## config.mk

```make
export PLATFORM = sky130hd
export DESIGN_NAME = mpk_cell
export DESIGN_NICKNAME = d
export VERILOG_FILES = /design/src/mpk_pkg.sv /design/src/mpk_cell.sv
export SDC_FILE = /design/constraint.sdc
export NUM_CORES = 1
export LEC_CHECK = 0
export ABC_AREA = 1
export BUFFER_PORTS_ARGS = -buffer_cell sky130_fd_sc_hd__buf_2
export CAP_MARGIN = 15
export CORE_MARGIN = 2
export CORE_UTILIZATION = 52
export DETAILED_ROUTE_END_ITERATION = 7
export HOLD_SLACK_MARGIN = 0.15
export PLACE_DENSITY = 0.79
export SETUP_SLACK_MARGIN = 0.2
export SLEW_MARGIN = 20
export SYNTH_ARGS = -nofsm -noshare
export SYNTH_HDL_FRONTEND = slang
export SYNTH_SLANG_ARGS = --single-unit
```

## constraint.sdc

```tcl
create_clock -name clock -period 7.3 [get_ports clock]
set_input_delay 1.46 -clock clock [delete_from_list [all_inputs] [get_ports clock]]
set_output_delay 1.46 -clock clock [all_outputs]
set_load 0.02 [all_outputs]
```

## src/mpk_pkg.sv

```systemverilog
// Shared constants, types and the cell control bundle for the k-trade profit block.
// No dependencies; used by mpk_cell and max_profit_k_trades_top.
package mpk_pkg;

   localparam int MAX_TRADES  = 64;
   localparam int TRADE_BITS  = $clog2(MAX_TRADES + 1);
   localparam int SLOT_BITS   = (MAX_TRADES > 1) ? $clog2(MAX_TRADES) : 1;
   localparam int PRICE_BITS  = 16;
   localparam int PROFIT_BITS = 32;
   localparam int HOLD_BITS   = PROFIT_BITS + 2;
   localparam int CFG_BITS    = 7;
   localparam int LIMIT_RESET = 2;

   localparam logic [PROFIT_BITS-1:0] PROFIT_MAX = '1;
   localparam logic signed [HOLD_BITS-1:0] HOLD_MIN = {1'b1, {(HOLD_BITS-1){1'b0}}};

   // Per-beat control broadcast along the row of cells
   typedef struct packed {
      logic                  en;
      logic                  clr;
      logic [PRICE_BITS-1:0] price;
   } cell_ctl_type;

   // Source of the reported profit
   typedef enum logic [1:0] {
      SEL_ZERO,
      SEL_RISE,
      SEL_SLOT
   } sel_type;

endpackage

```

## src/mpk_cell.sv

```systemverilog
// One trade slot: best value while holding and best value after its sale.
// Uses mpk_pkg; takes the previous slot's sold value from its left neighbor.
module mpk_cell (
   input  logic                                   clock,
   input  logic                                   reset,
   input  mpk_pkg::cell_ctl_type                  ctl,
   input  logic [mpk_pkg::PROFIT_BITS-1:0]        below_sold,
   output logic [mpk_pkg::PROFIT_BITS-1:0]        sold_out
);

   localparam int SUM_BITS = mpk_pkg::HOLD_BITS + 1;

   logic signed [mpk_pkg::HOLD_BITS-1:0] hold_ff, hold_in, hold_old;
   logic [mpk_pkg::PROFIT_BITS-1:0]      sold_ff, sold_in, sold_old, below;
   logic signed [SUM_BITS-1:0]           sell, buy, price_ext;

   // Treat the slot as freshly cleared when a new series starts
   always_comb begin
      hold_old  = ctl.clr ? mpk_pkg::HOLD_MIN : hold_ff;
      sold_old  = ctl.clr ? '0 : sold_ff;
      below     = ctl.clr ? '0 : below_sold;
      price_ext = $signed({{(SUM_BITS-mpk_pkg::PRICE_BITS){1'b0}}, ctl.price});
      sell      = $signed({hold_old[mpk_pkg::HOLD_BITS-1], hold_old}) + price_ext;
      buy       = $signed({{(SUM_BITS-mpk_pkg::PROFIT_BITS){1'b0}}, below}) - price_ext;
   end

   // Sell from holding, saturating the profit
   always_comb begin
      sold_in = sold_old;
      if (sell > $signed({{(SUM_BITS-mpk_pkg::PROFIT_BITS){1'b0}}, sold_old})) begin
         if (sell > $signed({{(SUM_BITS-mpk_pkg::PROFIT_BITS){1'b0}}, mpk_pkg::PROFIT_MAX}))
            sold_in = mpk_pkg::PROFIT_MAX;
         else
            sold_in = sell[mpk_pkg::PROFIT_BITS-1:0];
      end
   end

   // Buy on top of the previous slot's sale
   always_comb begin
      hold_in = hold_old;
      if (buy > $signed({hold_old[mpk_pkg::HOLD_BITS-1], hold_old}))
         hold_in = buy[mpk_pkg::HOLD_BITS-1:0];
   end

   // Advance the slot on every accepted beat
   always_ff @(posedge clock) begin
      if (reset) begin
         hold_ff <= mpk_pkg::HOLD_MIN;
         sold_ff <= '0;
      end else if (ctl.en) begin
         hold_ff <= hold_in;
         sold_ff <= sold_in;
      end
   end

   assign sold_out = sold_ff;

endmodule

```

==> impl_metrics.ini <==
[outcome]
status = finished, final reports clean

[logic_synthesis]
syn_avg_cell_area_um2 = 6.03
async_flop_share = 0
synthFlopType = dfxtp_1
netlist_area_um2 = 8340
yosys_warnings = 0
syn_nets = 1528
synth-edff-count = 0
netlist_instances = 1384
ys_seq_elements = 66
synth_cell_type_count = 48
yosysSeqAreaShare = 0.158

[sta]
setup_viol = 0
fin_setup_tns_ns = 0
hold_violations = 0
slew_violations = 0
worst_slew_pin_slew_ns = 1.01
relSlewSlack = 0.329
rsz0062_at_grt = false
clock_skew_ns = 0.00545
fin_crit_ns = 6.37
fmax_mhz = 157
fin_crit_sh = 0.873

[setup_path]
arrival_ns = 6.64
start_kind = primary input
critPathSlowestCell = o41ai_1
crit_fanout = 43
slowest_delay_ns = 0.59
worstSetupPathType = primary input to flop
rrSetupSlack_ns = 2.22
end_kind = flop
critPathRequiredTime_ns = 7.57

[route]
drc = 0
dr.pass1.iters = 6
via_per_inst = 5.64
wl_met2_um = 10500
drt_iter0_markers = 1012
maxUsedRoutingLayer = met4
wl_met1_um = 10700
wl_um = 23700
met3_length_um = 1760
wl_per_cell_um = 14.3
final_antenna_net_count = 0
vias = 9325

[floorplanning]
dieArea_um2 = 17100
die_h_um = 131
core_um2 = 15800
io_pins = 84
floorplan.initialDensity = 0.529
die_w_um = 131
rows = 46

[global_route]
grt-ovfl-total = 0
grt_max_degree = 68
grt_pass1_vias = 8318
track_usage = 0.282
grt_pass1_wl_um = 38900
antenna_found_initial = 0

[cts]
cts.sinks = 66
cts_hold_buffers = 0
cts_buffers = 9
cts_setup_buffers = 0
max-clock-path-buffers = 2
insertion_delay_ns = 0.35
ctsResizeCount = 0
htree_levels = 3
clk_pin_slew_ns = 0.06
cts_root_buf = clkbuf_16
cts_tree = done

[finish]
diodes = 0
final_util = 0.579
syn2layout_area_growth_pct = 9.49
finish.net_count = 1575
drive_gt1_frac = 0.105

[placed_design]
routabilityCongestion = 0.945
dp_hpwl_um = 18000
port_buffers = 83

[pwr]
p_leak_nw = 4.72
irDropWorstVdd_mv = 0.130
powerDensity_nw_per_um2 = 165

[hold_path]
hold_path_class = flop to flop

[flow_run]
cap_violations = 0
final cells by class:
class,instances,area (µm²)
Fill cell,1631,6640
Multi-Input combinational cell,1075,6030
Sequential cell,66,1320
Inverter,180,679
Timing Repair Buffer,99,536
Tap cell,216,270
Clock buffer,14,264
Clock inverter,2,35.0
sequential cells by signal, summed over array words and instances (netlist names):
| signal | cells |
|---|---|
| sold_out | 32 |
| hold_ff | 34 |
worst max-delay path: cells and delay by family:
kind / cells / cell delay, ns
xor+xnor: 1 / 0.14
buf+inv: 8 / 1.19
simple gates: 12 / 1.76
compound gates: 6 / 1.50
fa+ha+maj: 2 / 0.58
metrics by stage:
stage          std cells  total power [mW]  hold slack (ns)  area (µm²)  setup slack [ns]
5_1_grt             1652              1.61            0.489        9140             0.417
3_5_place_dp        1636              1.05            0.455        8830             0.642
2_1_floorplan       1384             0.899            0.445        8340             0.714
6_report            1652              1.50            0.464        9140             0.928
4_1_cts             1652              1.50            0.464        9130              1.00
3_3_place_gp        1636              1.03            0.451        8830             0.738
layer usage:
metal,global-route usage,vias up
met3,0.0269,49
li1,-,4704
met2,0.453,402
met4,0.122,0
met5,0,-
met1,0.385,4170
placed cells by master (no fill, tap or decap), types with 3 or more instances in the layout:
cell type and n:
buf_4 16, nand4_1 88, nor2_2 10, xnor2_1 19, nand3_4 3, o21bai_1 5, nand2_2 12, o21ai_1 4
nor2_1 84, o21ai_0 29, nand3b_1 4, clkbuf_1 3, a21oi_1 148, clkbuf_16 9, a31oi_1 3, nand2_1 372
buf_2 83, a21boi_0 3, nor3b_1 3, xor2_1 31, dfxtp_1 66, inv_1 174, nor3_1 10, ha_1 90
nor4_1 8, nand3_2 4, a211oi_1 3, nand3_1 120
final timing paths:
check / start / endpoint / cells after the start
max: ctl[16] / sold_out[2]$_SDFFE_PP0P_ / 29
min: hold_ff[2]$_SDFFE_PP0P_ / hold_ff[2]$_SDFFE_PP0P_ / 2
max reg2reg: hold_ff[0]$_SDFFE_PP0P_ / sold_out[2]$_SDFFE_PP0P_ / 27
min reg2reg: hold_ff[2]$_SDFFE_PP0P_ / hold_ff[2]$_SDFFE_PP0P_ / 2
synthesized netlist by cell type, types with 10 or more instances:
master / n / area, µm²
nand2_1: 372 / 1400
inv_1: 175 / 657
a21oi_1: 148 / 741
nand3_1: 120 / 601
ha_1: 90 / 1130
nand4_1: 88 / 551
nor2_1: 84 / 315
dfxtp_1: 66 / 1320
clkbuf_1: 38 / 143
xor2_1: 31 / 272
o21ai_0: 29 / 145
xnor2_1: 19 / 166
nand2_2: 12 / 75.1
buf_2: 11 / 55.1
nor2_2: 10 / 62.6
nor3_1: 10 / 50.1
power breakdown:
group	internal, mW	switching [mW]	total [mW]	leakage, nW
clock	0.283	0.164	0.447	0.147
combinational	0.232	0.413	0.644	4.03
sequential	0.390	0.0213	0.411	0.540
total	0.905	0.598	1.50	4.72
cell families (layout without fill, tap and decap cells):
kind of cell	Yosys count	in the layout	synth area share
AOI/OAI and AO/OA	207	207	0.132
and+or+nand+nor	726	726	0.398
DFF	66	66	0.158
xor gates and xnor gates	50	50	0.0525
adders and majority gates	92	92	0.140
buffers and inverters	243	295	0.119
Power figures use the tool's default switching activity.
